<file path="src/design/jddm_pkg.sv">
// ----------------------------------------------------------------------------
// jddm_pkg
// Shared types and constants for the joystick differential drive mixer.
// ----------------------------------------------------------------------------
`timescale 1ns / 1ps
`default_nettype none

package jddm_pkg;

   // Fixed field widths of the configuration registers and the results.
   localparam int RADIUS_W = 10;
   localparam int SPEED_W  = 7;
   localparam int FS_W     = 11;

   // Register indexes on the configuration port.
   localparam logic [1:0] REG_DEADZONE   = 2'd0;
   localparam logic [1:0] REG_MAX_SPEED  = 2'd1;
   localparam logic [1:0] REG_FULL_SCALE = 2'd2;

   // Motor direction codes.
   typedef enum logic [1:0] {
      DIR_STOP = 2'd0,
      DIR_FWD  = 2'd1,
      DIR_BACK = 2'd2
   } dir_type;

   // Control bits that travel with each item down the pipeline.
   typedef struct packed {
      logic valid;
      logic dead;
      logic neg_r;
      logic neg_l;
   } ctrl_type;

endpackage

`default_nettype wire

</file>
<file path="src/design/jddm_front.sv">
// ----------------------------------------------------------------------------
// jddm_front
// Mixing, squaring, dead-zone test, numerator product and divisor select.
// ----------------------------------------------------------------------------
`timescale 1ns / 1ps
`default_nettype none

module jddm_front
   import jddm_pkg::*;
#(
   parameter int AXIS_BITS = 11
) (
   input  wire                              clock,
   input  wire                              reset,
   input  wire                              take,
   input  wire  signed [AXIS_BITS-1:0]      stick_x,
   input  wire  signed [AXIS_BITS-1:0]      stick_y,
   input  wire         [2*RADIUS_W-1:0]     deadzone_sq,
   input  wire         [SPEED_W-1:0]        max_speed,
   input  wire         [FS_W-1:0]           full_scale,
   output ctrl_type                         dn_ctrl,
   output logic        [AXIS_BITS+SPEED_W:0] dn_num_r,
   output logic        [AXIS_BITS+SPEED_W:0] dn_num_l,
   output logic        [((AXIS_BITS+1 > FS_W) ? AXIS_BITS+1 : FS_W)-1:0] dn_divisor
);

   localparam int MAG_W = AXIS_BITS + 1;
   localparam int NUM_W = MAG_W + SPEED_W;
   localparam int DIV_W = (MAG_W > FS_W) ? MAG_W : FS_W;
   localparam int SQ_W  = 2 * AXIS_BITS - 1;
   localparam int ZC_W  = (2 * AXIS_BITS > 2 * RADIUS_W) ? 2 * AXIS_BITS : 2 * RADIUS_W;

   // First stage: mix, magnitude and squares.
   logic signed [AXIS_BITS+1:0]   x_ext, y_ext, right_mix, left_mix;
   logic signed [AXIS_BITS+1:0]   right_abs, left_abs;
   logic signed [2*AXIS_BITS-1:0] x_prod, y_prod;

   logic             a_valid_ff;
   logic [SQ_W-1:0]  x_sq_ff, y_sq_ff;
   logic [MAG_W-1:0] mag_r_ff, mag_l_ff;
   logic             neg_r_ff, neg_l_ff;

   assign x_ext     = (AXIS_BITS+2)'(stick_x);
   assign y_ext     = (AXIS_BITS+2)'(stick_y);
   assign right_mix = -y_ext - x_ext;
   assign left_mix  = x_ext - y_ext;
   assign right_abs = right_mix[AXIS_BITS+1] ? -right_mix : right_mix;
   assign left_abs  = left_mix[AXIS_BITS+1] ? -left_mix : left_mix;
   assign x_prod    = (2*AXIS_BITS)'(stick_x) * (2*AXIS_BITS)'(stick_x);
   assign y_prod    = (2*AXIS_BITS)'(stick_y) * (2*AXIS_BITS)'(stick_y);

   always_ff @(posedge clock) begin
      if (reset) begin
         a_valid_ff <= 1'b0;
      end else begin
         a_valid_ff <= take;
      end
      x_sq_ff  <= x_prod[SQ_W-1:0];
      y_sq_ff  <= y_prod[SQ_W-1:0];
      mag_r_ff <= right_abs[MAG_W-1:0];
      mag_l_ff <= left_abs[MAG_W-1:0];
      neg_r_ff <= right_mix[AXIS_BITS+1];
      neg_l_ff <= left_mix[AXIS_BITS+1];
   end

   // Second stage: dead-zone compare, numerators and divisor.
   logic [ZC_W-1:0]  sq_sum;
   logic [MAG_W-1:0] mag_max;
   logic [DIV_W-1:0] fs_eff;
   ctrl_type         ctrl_in;
   logic [NUM_W-1:0] num_r_in, num_l_in;
   logic [DIV_W-1:0] divisor_in;
   ctrl_type         ctrl_ff;

   always_comb begin
      sq_sum  = ZC_W'(x_sq_ff) + ZC_W'(y_sq_ff);
      mag_max = (mag_l_ff > mag_r_ff) ? mag_l_ff : mag_r_ff;
      // A full scale of zero behaves as one.
      fs_eff  = (full_scale == '0) ? DIV_W'(1) : DIV_W'(full_scale);
      divisor_in = (DIV_W'(mag_max) > fs_eff) ? DIV_W'(mag_max) : fs_eff;
      num_r_in   = NUM_W'(mag_r_ff) * NUM_W'(max_speed);
      num_l_in   = NUM_W'(mag_l_ff) * NUM_W'(max_speed);
      ctrl_in.valid = a_valid_ff;
      ctrl_in.dead  = sq_sum < ZC_W'(deadzone_sq);
      ctrl_in.neg_r = neg_r_ff;
      ctrl_in.neg_l = neg_l_ff;
   end

   always_ff @(posedge clock) begin
      if (reset) begin
         ctrl_ff.valid <= 1'b0;
      end else begin
         ctrl_ff.valid <= ctrl_in.valid;
      end
      ctrl_ff.dead  <= ctrl_in.dead;
      ctrl_ff.neg_r <= ctrl_in.neg_r;
      ctrl_ff.neg_l <= ctrl_in.neg_l;
      dn_num_r      <= num_r_in;
      dn_num_l      <= num_l_in;
      dn_divisor    <= divisor_in;
   end

   assign dn_ctrl = ctrl_ff;

endmodule

`default_nettype wire

</file>
<file path="src/design/jddm_div_cell.sv">
// ----------------------------------------------------------------------------
// jddm_div_cell
// One restoring-division cell: settles one quotient bit for both motors.
// ----------------------------------------------------------------------------
`timescale 1ns / 1ps
`default_nettype none

module jddm_div_cell
   import jddm_pkg::*;
#(
   parameter int NUM_W   = 19,
   parameter int DIV_W   = 12,
   parameter int BIT_POS = 6
) (
   input  wire                 clock,
   input  wire                 reset,
   input  ctrl_type            up_ctrl,
   input  wire   [NUM_W-1:0]   up_rem_r,
   input  wire   [NUM_W-1:0]   up_rem_l,
   input  wire   [SPEED_W-1:0] up_quo_r,
   input  wire   [SPEED_W-1:0] up_quo_l,
   input  wire   [DIV_W-1:0]   up_divisor,
   output ctrl_type            dn_ctrl,
   output logic  [NUM_W-1:0]   dn_rem_r,
   output logic  [NUM_W-1:0]   dn_rem_l,
   output logic  [SPEED_W-1:0] dn_quo_r,
   output logic  [SPEED_W-1:0] dn_quo_l,
   output logic  [DIV_W-1:0]   dn_divisor
);

   localparam int CMP_W = (NUM_W > DIV_W + SPEED_W) ? NUM_W : DIV_W + SPEED_W;

   logic [CMP_W-1:0]   div_shift, diff_r, diff_l;
   logic               ge_r, ge_l;
   logic [NUM_W-1:0]   rem_r_in, rem_l_in;
   logic [SPEED_W-1:0] quo_r_in, quo_l_in;
   ctrl_type           ctrl_ff;

   always_comb begin
      div_shift = CMP_W'(up_divisor) << BIT_POS;
      ge_r      = CMP_W'(up_rem_r) >= div_shift;
      ge_l      = CMP_W'(up_rem_l) >= div_shift;
      diff_r    = CMP_W'(up_rem_r) - div_shift;
      diff_l    = CMP_W'(up_rem_l) - div_shift;
      rem_r_in  = ge_r ? diff_r[NUM_W-1:0] : up_rem_r;
      rem_l_in  = ge_l ? diff_l[NUM_W-1:0] : up_rem_l;
      quo_r_in  = up_quo_r;
      quo_l_in  = up_quo_l;
      quo_r_in[BIT_POS] = ge_r;
      quo_l_in[BIT_POS] = ge_l;
   end

   always_ff @(posedge clock) begin
      if (reset) begin
         ctrl_ff.valid <= 1'b0;
      end else begin
         ctrl_ff.valid <= up_ctrl.valid;
      end
      ctrl_ff.dead  <= up_ctrl.dead;
      ctrl_ff.neg_r <= up_ctrl.neg_r;
      ctrl_ff.neg_l <= up_ctrl.neg_l;
      dn_rem_r      <= rem_r_in;
      dn_rem_l      <= rem_l_in;
      dn_quo_r      <= quo_r_in;
      dn_quo_l      <= quo_l_in;
      dn_divisor    <= up_divisor;
   end

   assign dn_ctrl = ctrl_ff;

endmodule

`default_nettype wire

</file>
<file path="src/design/joystick_differential_drive_mixer.sv">
// ----------------------------------------------------------------------------
// joystick_differential_drive_mixer
// Arcade-drive mixer: joystick sample in, speed and direction per motor out.
// ----------------------------------------------------------------------------
// Throughput is one item per clock cycle; busy is high only while reset is.
// The result strobe is registered through two front stages, seven divider
// cells (one quotient bit each) and the output register. The receiver cannot
// stall.
// Reset clears the pipeline and loads the registers with radius 30,
// max speed 100 and full scale 512.
// ----------------------------------------------------------------------------
`timescale 1ns / 1ps
`default_nettype none

module joystick_differential_drive_mixer
   import jddm_pkg::*;
#(
   parameter int AXIS_BITS = 11
) (
   input  wire                         clock,
   input  wire                         reset,
   // Input item channel.
   input  wire                         start,
   output logic                        busy,
   input  wire  signed [AXIS_BITS-1:0] req_stick_x,
   input  wire  signed [AXIS_BITS-1:0] req_stick_y,
   // Result channel.
   output logic                        rsp_valid,
   output logic        [SPEED_W-1:0]   rsp_right_speed,
   output logic        [1:0]           rsp_right_dir,
   output logic        [SPEED_W-1:0]   rsp_left_speed,
   output logic        [1:0]           rsp_left_dir,
   output logic                        rsp_in_deadzone,
   // Configuration port.
   input  wire                         psel,
   input  wire                         penable,
   input  wire                         pwrite,
   input  wire         [3:0]           paddr,
   input  wire         [31:0]          pwdata,
   output logic        [31:0]          prdata,
   output logic                        pready
);

   localparam int MAG_W = AXIS_BITS + 1;
   localparam int NUM_W = MAG_W + SPEED_W;
   localparam int DIV_W = (MAG_W > FS_W) ? MAG_W : FS_W;

   // ---------------------------------------------------------------------
   // Configuration registers. Writes land on the access phase; the index
   // comes from the word address, and the unused index is ignored.
   // ---------------------------------------------------------------------
   logic [RADIUS_W-1:0]   deadzone_ff;
   logic [SPEED_W-1:0]    max_speed_ff;
   logic [FS_W-1:0]       full_scale_ff;
   logic [2*RADIUS_W-1:0] deadzone_sq_ff;
   logic                  cfg_write;
   logic [1:0]            cfg_index;

   assign pready    = 1'b1;
   assign cfg_write = psel && penable && pwrite && pready;
   assign cfg_index = paddr[3:2];

   always_ff @(posedge clock) begin
      if (reset) begin
         deadzone_ff   <= RADIUS_W'(30);
         max_speed_ff  <= SPEED_W'(100);
         full_scale_ff <= FS_W'(512);
      end else if (cfg_write) begin
         unique case (cfg_index)
            REG_DEADZONE:   deadzone_ff   <= pwdata[RADIUS_W-1:0];
            REG_MAX_SPEED:  max_speed_ff  <= pwdata[SPEED_W-1:0];
            REG_FULL_SCALE: full_scale_ff <= pwdata[FS_W-1:0];
            default: ;
         endcase
      end
   end

   // The squared radius is kept in a register so that the dead-zone compare
   // does not sit behind a multiplier. The user must change configuration only
   // while the block is idle; the block itself does not enforce this.
   always_ff @(posedge clock) begin
      deadzone_sq_ff <= (2*RADIUS_W)'(deadzone_ff) * (2*RADIUS_W)'(deadzone_ff);
   end

   always_comb begin
      unique case (cfg_index)
         REG_DEADZONE:   prdata = 32'(deadzone_ff);
         REG_MAX_SPEED:  prdata = 32'(max_speed_ff);
         REG_FULL_SCALE: prdata = 32'(full_scale_ff);
         default:        prdata = 32'd0;
      endcase
   end

   // ---------------------------------------------------------------------
   // Front stages: mixing, magnitudes, dead-zone test, numerators, divisor.
   // The pipeline never stalls, so an item is taken whenever start is high
   // outside reset.
   // ---------------------------------------------------------------------
   logic take;

   assign busy = reset;
   assign take = start && !busy;

   ctrl_type           chain_ctrl    [SPEED_W+1];
   logic [NUM_W-1:0]   chain_rem_r   [SPEED_W+1];
   logic [NUM_W-1:0]   chain_rem_l   [SPEED_W+1];
   logic [SPEED_W-1:0] chain_quo_r   [SPEED_W+1];
   logic [SPEED_W-1:0] chain_quo_l   [SPEED_W+1];
   logic [DIV_W-1:0]   chain_divisor [SPEED_W+1];

   jddm_front #(
      .AXIS_BITS (AXIS_BITS)
   ) u_front (
      .clock       (clock),
      .reset       (reset),
      .take        (take),
      .stick_x     (req_stick_x),
      .stick_y     (req_stick_y),
      .deadzone_sq (deadzone_sq_ff),
      .max_speed   (max_speed_ff),
      .full_scale  (full_scale_ff),
      .dn_ctrl     (chain_ctrl[0]),
      .dn_num_r    (chain_rem_r[0]),
      .dn_num_l    (chain_rem_l[0]),
      .dn_divisor  (chain_divisor[0])
   );

   assign chain_quo_r[0] = '0;
   assign chain_quo_l[0] = '0;

   // ---------------------------------------------------------------------
   // Divider chain. Because each magnitude never exceeds the divisor and
   // max speed fits in seven bits, the quotient fits in seven bits, so the
   // first cell starts at the top quotient bit. Each cell compares against
   // the divisor shifted to its bit, subtracts when it fits and passes the
   // partial remainder and quotient on to its neighbor.
   // ---------------------------------------------------------------------
   for (genvar g = 0; g < SPEED_W; g++) begin : g_cell
      jddm_div_cell #(
         .NUM_W   (NUM_W),
         .DIV_W   (DIV_W),
         .BIT_POS (SPEED_W - 1 - g)
      ) u_cell (
         .clock      (clock),
         .reset      (reset),
         .up_ctrl    (chain_ctrl[g]),
         .up_rem_r   (chain_rem_r[g]),
         .up_rem_l   (chain_rem_l[g]),
         .up_quo_r   (chain_quo_r[g]),
         .up_quo_l   (chain_quo_l[g]),
         .up_divisor (chain_divisor[g]),
         .dn_ctrl    (chain_ctrl[g+1]),
         .dn_rem_r   (chain_rem_r[g+1]),
         .dn_rem_l   (chain_rem_l[g+1]),
         .dn_quo_r   (chain_quo_r[g+1]),
         .dn_quo_l   (chain_quo_l[g+1]),
         .dn_divisor (chain_divisor[g+1])
      );
   end

   // ---------------------------------------------------------------------
   // Output register. Inside the dead zone both motors stop. Otherwise the
   // direction follows the sign of the mix, except that a speed which
   // truncates to zero reports stop.
   // ---------------------------------------------------------------------
   ctrl_type           last_ctrl;
   logic [SPEED_W-1:0] last_quo_r, last_quo_l;
   logic [SPEED_W-1:0] right_speed_in, left_speed_in;
   dir_type            right_dir_in, left_dir_in;
   logic               valid_ff, dead_ff;
   logic [SPEED_W-1:0] right_speed_ff, left_speed_ff;
   dir_type            right_dir_ff, left_dir_ff;

   assign last_ctrl  = chain_ctrl[SPEED_W];
   assign last_quo_r = chain_quo_r[SPEED_W];
   assign last_quo_l = chain_quo_l[SPEED_W];

   always_comb begin
      right_speed_in = last_ctrl.dead ? '0 : last_quo_r;
      left_speed_in  = last_ctrl.dead ? '0 : last_quo_l;
      if (right_speed_in == '0) begin
         right_dir_in = DIR_STOP;
      end else if (last_ctrl.neg_r) begin
         right_dir_in = DIR_BACK;
      end else begin
         right_dir_in = DIR_FWD;
      end
      if (left_speed_in == '0) begin
         left_dir_in = DIR_STOP;
      end else if (last_ctrl.neg_l) begin
         left_dir_in = DIR_BACK;
      end else begin
         left_dir_in = DIR_FWD;
      end
   end

   always_ff @(posedge clock) begin
      if (reset) begin
         valid_ff <= 1'b0;
      end else begin
         valid_ff <= last_ctrl.valid;
      end
      dead_ff        <= last_ctrl.dead;
      right_speed_ff <= right_speed_in;
      left_speed_ff  <= left_speed_in;
      right_dir_ff   <= right_dir_in;
      left_dir_ff    <= left_dir_in;
   end

   assign rsp_valid       = valid_ff;
   assign rsp_in_deadzone = dead_ff;
   assign rsp_right_speed = right_speed_ff;
   assign rsp_left_speed  = left_speed_ff;
   assign rsp_right_dir   = right_dir_ff;
   assign rsp_left_dir    = left_dir_ff;

   // ---------------------------------------------------------------------
   // Assertions.
   // ---------------------------------------------------------------------

   // Every item taken reaches the result port, and nothing else does.
   a_latency : assert property (@(posedge clock) disable iff (reset)
      take |-> ##10 rsp_valid)
      else $error("accepted item did not reach the result port on time");

   a_no_spurious : assert property (@(posedge clock) disable iff (reset)
      rsp_valid |-> $past(take, 10))
      else $error("result strobe without a matching accepted item");

   // A speed of zero and the stop direction go together on both motors.
   a_dir_speed : assert property (@(posedge clock) disable iff (reset)
      rsp_valid |-> (((rsp_right_speed == '0) == (rsp_right_dir == DIR_STOP)) &&
                     ((rsp_left_speed == '0) == (rsp_left_dir == DIR_STOP))))
      else $error("direction disagrees with speed");

   // The divider can never produce more than the configured top speed.
   a_speed_cap : assert property (@(posedge clock) disable iff (reset)
      rsp_valid |-> ((rsp_right_speed <= max_speed_ff) &&
                     (rsp_left_speed <= max_speed_ff)))
      else $error("speed above the configured maximum");

endmodule

`default_nettype wire
</file>
<file path="config.mk">
export PLATFORM = sky130hd
export DESIGN_NAME = joystick_differential_drive_mixer
export DESIGN_NICKNAME = d
export VERILOG_FILES = /design/src/design/jddm_pkg.sv /design/src/design/jddm_front.sv /design/src/design/jddm_div_cell.sv /design/src/design/joystick_differential_drive_mixer.sv
export SDC_FILE = /design/constraint.sdc
export NUM_CORES = 2
export LEC_CHECK = 0
export ABC_AREA = 1
export BUFFER_PORTS_ARGS = -buffer_cell sky130_fd_sc_hd__clkbuf_2
export CAP_MARGIN = 10
export CORE_UTILIZATION = 40
export CTS_CLUSTER_SIZE = 20
export DETAILED_ROUTE_END_ITERATION = 7
export GPL_TIMING_DRIVEN = 0
export PLACE_DENSITY_LB_ADDON = 0.05
export SLEW_MARGIN = 20
export SYNTH_ARGS = -nofsm -noshare
export SYNTH_HDL_FRONTEND = slang
export SYNTH_HIERARCHICAL = 1
export SYNTH_SLANG_ARGS = --single-unit
</file>
<file path="constraint.sdc">
create_clock -name clock -period 9.2 [get_ports clock]
set_input_delay 2.76 -clock clock [delete_from_list [all_inputs] [get_ports clock]]
set_output_delay 2.76 -clock clock [all_outputs]
set_load 0.01 [all_outputs]
</file>
**Word level (Yosys, flattened, before mapping)**

Cells that the tools add are included.
Widths: inputs -> output; s select.

- Bits in registers: 575
- Latch bits: 0
- Bits in writable memories: 0
- Memory bits (read-only): 0
- Output and inout port bits: 54
- Memories kept: 0

- Add/sub/neg operators: 18
- Multipliers: 5
- Div/mod/pow operators: 0
- $lt $le $gt $ge: 17
- Equality and inequality tests: 2
- Shift operators: 0
- Multiplexer cells: 22
- Bitwise gates (word level): 0
- Reduce and logical (&&, ||, !) cells: 11

Operator list:

| kind | count |
|---|---|
| $mux 19 | 12 |
| $mux 12 | 4 |
| $mul 11x11->21 | 2 |
| $ge 19x12->1 | 2 |
| $ge 19x13->1 | 2 |
| $ge 19x14->1 | 2 |
| $ge 19x15->1 | 2 |
| $ge 19x16->1 | 2 |
| $ge 19x17->1 | 2 |
| $ge 19x18->1 | 2 |
| $mul 12x7->19 | 2 |
| $sub 19x13->19 | 2 |
| $sub 19x14->19 | 2 |
| $sub 19x15->19 | 2 |
| $sub 19x16->19 | 2 |
| $sub 19x17->19 | 2 |
| $sub 19x18->19 | 2 |
| $pmux 11 s3 | 1 |
| $gt 12x12->1 | 2 |
| $neg 12->12 | 2 |
| $add 21x21->22 | 1 |
| $lt 22x20->1 | 1 |
| $mul 10x10->20 | 1 |
| $logic_not 7->1 | 2 |
| other kinds (13) | 19 |

**Logic depth before layout (Yosys ltp)**

- Depth in word-level cells: 4
- Depth in mapped cells: 26
- Mapped depth without buffers: 23

**By module**

The synthesis kept the hierarchy.

By module, submodules not included:

| module | times used | cells each | area each (µm²) | seq. area each (µm²) |
|---|---|---|---|---|
| jddm_front | 1 | 2532 | 19837.8 | 2382.3 |
| joystick_differential_drive_mixer | 1 | 676 | 5217.5 | 1341.3 |
| jddm_div_cell at g_cell[4].u_cell | 1 | 573 | 3877.5 | 1361.3 |
| jddm_div_cell at g_cell[2].u_cell | 1 | 572 | 3858.7 | 1361.3 |
| jddm_div_cell at g_cell[6].u_cell | 1 | 562 | 3773.6 | 1361.3 |
| jddm_div_cell at g_cell[5].u_cell | 1 | 534 | 3753.6 | 1361.3 |
| jddm_div_cell at g_cell[1].u_cell | 1 | 521 | 3684.8 | 1361.3 |
| jddm_div_cell at g_cell[0].u_cell | 1 | 484 | 3668.5 | 1361.3 |
| jddm_div_cell at g_cell[3].u_cell | 1 | 528 | 3664.8 | 1361.3 |

**Worst setup path after synthesis**

Ideal clock, no wire load.

- Kind: input port to flip-flop
- Start point: input req_stick_y[8]
- End point: register u_front.y_sq_ff[17]
- Data arrival time: 6.936 ns
- Required time: 9.079 ns
- Path slack: 2.143 ns
- Stages on the path: 18
- Buffers on the path: 1
- Cell sequence: clkbuf_1 nand2_1 fa_1 inv_1 fa_1 fa_1 fa_1 inv_1 fa_1 inv_1 ha_1 a21oi_1 nor2_1 a211oi_1 nand3_1 nand3_1 nand2_1 xor2_1

- Word-level cells in the longest chain between the ends: 1

RTL lines:

| what | RTL line | RTL |
|---|---|---|
| start: declaration | joystick_differential_drive_mixer.sv:26 | `input wire signed [AXIS_BITS-1:0] req_stick_y,` |
| $mul 11x11->21 | jddm_front.sv:50 | `assign y_prod = (2*AXIS_BITS)'(stick_y) * (2*AXIS_BITS)'(stick_y);` |
| net u_front.y_prod[17] | jddm_front.sv:36 | `logic signed [2*AXIS_BITS-1:0] x_prod, y_prod;` |
| end signal: assignment | jddm_front.sv:59 | `y_sq_ff <= y_prod[SQ_W-1:0];` |
| end: declaration | jddm_front.sv:39 | `logic [SQ_W-1:0] x_sq_ff, y_sq_ff;` |

The timed path passes the listed nets, and every way through them passes these cells.
A chain may end at the register's enable or synchronous reset.

**Worst setup path in the final report**

Same ends and word-level chain as after synthesis.

==> run metrics <==
RSZ-0062 raised after global routing=no; post-CTS sizing=0; average instance area after synthesis=7.32 µm²; wire length of the first global-routing pass=208 mm; post-CTS setup buffer count=0; post-DR wirelength/cell=15.3 µm; multi-input logic area=0.0304 mm²; Period minus WS final=7.67 ns; number of maximum-capacitance constraint violations=0; path category of the worst min-delay check=flop to flop; hold bufs inserted after CTS=0; beginning of the critical path=req_stick_y[8]; DIE AREA=0.121 mm²; post-synth design cell area=0.0480 mm²; clock-pin transition on the worst setup and hold timing paths=0.06 ns; clock tree from TritonCTS=yes; crit path DAT=8.17 ns; total vias in the final route=38702; headroom to the max-slew limit=53.1%; final WL=128 mm; half-perimeter wire length after placement=109 mm; kind of critical path=primary input to flop; Reg-to-Reg End=u_front/dn_num_r[12]$_DFF_P_; kind of capture point of the worst setup path=flop; clock tree root driver cell=clkbuf_16; flop-to-flop setup slack=4.18 ns; final setup violation count=0; site row count=126; maximum clock rate=130 MHz; outcome=complete, no violations; core region area=0.119 mm²; setup TNS=0 ns; number of global-route vias before repair=38987; number of slew-limit violations in the final report=0; Post-Layout Cell Count=8377; Least-Margin Pin Slew=0.704 ns; Die Ht=348 µm; clock insertion delay at the later pin of the skew report=0.67 ns; Register Area=0.0114 mm²; placed insts=8251; number of sinks on the clock net=570; TritonCTS buffer count=70; share of cells above drive strength 1=8.47%; reg2reg path depth=15; Yosys Warn Count=6; element type at the critical path start=primary input; Congestion Overflow GR=0; H-tree depth reported by CTS=3; io pins=118; drc violations=0; Critical Path Fanout Max=10; remaining antenna violation count=0; P&R area growth vs syn=10.1%; nets=7615; Fillers=12441; Post-Route Skew=0.0303 ns; starting utilization of the core area=40.5%; Final Hold Viols=0; CP Capture Point=u_front/y_sq_ff[17]$_DFF_P_; number of I/O port buffers=72; number of DRC violations after detailed-routing iteration 0=1895; Critical R2R Launch=max_speed_ff[2]$_SDFFE_PP1P_; largest net degree at the start of global routing=14; deepest clock path buffer count=3; required time of the worst setup path=9.70 ns; number of vias per cell after detailed routing=4.62; die outline width=348 µm; first-pass iteration count of the detailed router=6; number of antenna violations at the first check in global routing=0; routability congestion estimate=0.885; number of standard cells after synthesis=6558; global-route usage over all layers=21.7%; final worst-path cycle share=83.4%; ANT cells=0
worst max-delay path, cell delays in order:
cell      delay (ns)
clkbuf_2        0.15
clkbuf_1        0.54
nand2_1         0.24
fa_1            0.58
inv_1           0.06
fa_1            0.48
fa_1            0.55
fa_1            0.50
inv_1           0.05
fa_1            0.48
inv_1           0.04
ha_1            0.34
a21oi_1         0.21
nor2_1          0.06
a211oi_1        0.30
nand3_1         0.21
nand3_1         0.12
nand2_1         0.08
xor2_1          0.41
per-layer routing:
layer	share of wire [%]	wire length, µm	track usage [%]
met3	3.2	4160	2.65
met4	2.4	3060	5.54
met2	47	60700	37.3
met5	0	0	0
met1	47	60500	28.6
cell type report:
type / instances / area share [%]
Sequential cell: 570 / 21.6
Tap cell: 1600 / 3.79
Multi-Input combinational cell: 4453 / 57.6
Clock inverter: 32 / 0.838
Clock buffer: 94 / 3.70
Buffer: 146 / 1.79
Timing Repair Buffer: 72 / 0.682
Inverter: 1410 / 10.0
worst min path at each step:
stage	startpoint	end	slack, ns	cells after the start
finish	g_cell[0].u_cell/dn_ctrl[1]$_DFF_P_	g_cell[1].u_cell/dn_ctrl[1]$_DFF_P_	0.32	0
floorplan	u_front/dn_ctrl[0]$_DFF_P_	g_cell[0].u_cell/dn_ctrl[0]$_DFF_P_	0.31	0
CTS	g_cell[4].u_cell/dn_quo_r[6]$_DFF_P_	g_cell[5].u_cell/dn_quo_r[6]$_DFF_P_	0.33	0
detailed placement	g_cell[1].u_cell/dn_ctrl[0]$_DFF_P_	g_cell[2].u_cell/dn_ctrl[0]$_DFF_P_	0.31	0
global route	g_cell[4].u_cell/dn_ctrl[0]$_DFF_P_	g_cell[5].u_cell/dn_ctrl[0]$_DFF_P_	0.33	0
global placement	g_cell[4].u_cell/dn_ctrl[0]$_DFF_P_	g_cell[5].u_cell/dn_ctrl[0]$_DFF_P_	0.31	0
layout by cell type, fill, tap and decap left out, drive strengths merged, types with 18 or more instances in the layout:
master,instances
nand2,2018
inv,1411
nand4,100
o21ai,120
a21oi,211
a31oi,18
fa,357
ha,471
clkbuf,240
nand3b,19
nor3,39
dfxtp,570
nor2,426
xnor2,61
buf,72
xor2,161
nand3,340
conb,23
stage by stage:
| stage | worst slack (ns) | utilization (%) | area, µm² | hold slack [ns] |
|---|---|---|---|---|
| floorplan | 2.14 | - | 48100 | 0.310 |
| global placement | 0.942 | 42.6 | 50400 | 0.310 |
| detailed placement | 0.975 | 42.6 | 50400 | 0.312 |
| CTS | 1.67 | 44.6 | 52800 | 0.325 |
| global route | 1.41 | 44.6 | 52800 | 0.330 |
| finish | 1.53 | 44.6 | 52800 | 0.324 |
sequential cells by signal, summed over array words and instances, names as in the netlist, 2 cells and up:
signal	cells
g_cell.u_cell/dn_quo_l	28
g_cell.u_cell/dn_divisor	72
g_cell.u_cell/dn_quo_r	28
rsp_right_speed	7
u_front/mag_l_ff	11
u_front/dn_divisor	12
u_front/dn_num_r	18
max_speed_ff	7
full_scale_ff	11
deadzone_sq_ff	19
u_front/dn_num_l	19
rsp_right_dir	2
g_cell.u_cell/dn_rem_l	114
u_front/mag_r_ff	12
g_cell.u_cell/dn_rem_r	114
rsp_left_dir	2
u_front/y_sq_ff	20
rsp_left_speed	7
u_front/dn_ctrl	4
g_cell.u_cell/dn_ctrl	28
deadzone_ff	10
u_front/x_sq_ff	20
Power is left out: the tool's default activity adds up to more than one toggle a clock period on the data nets, which glitch-free logic cannot reach.
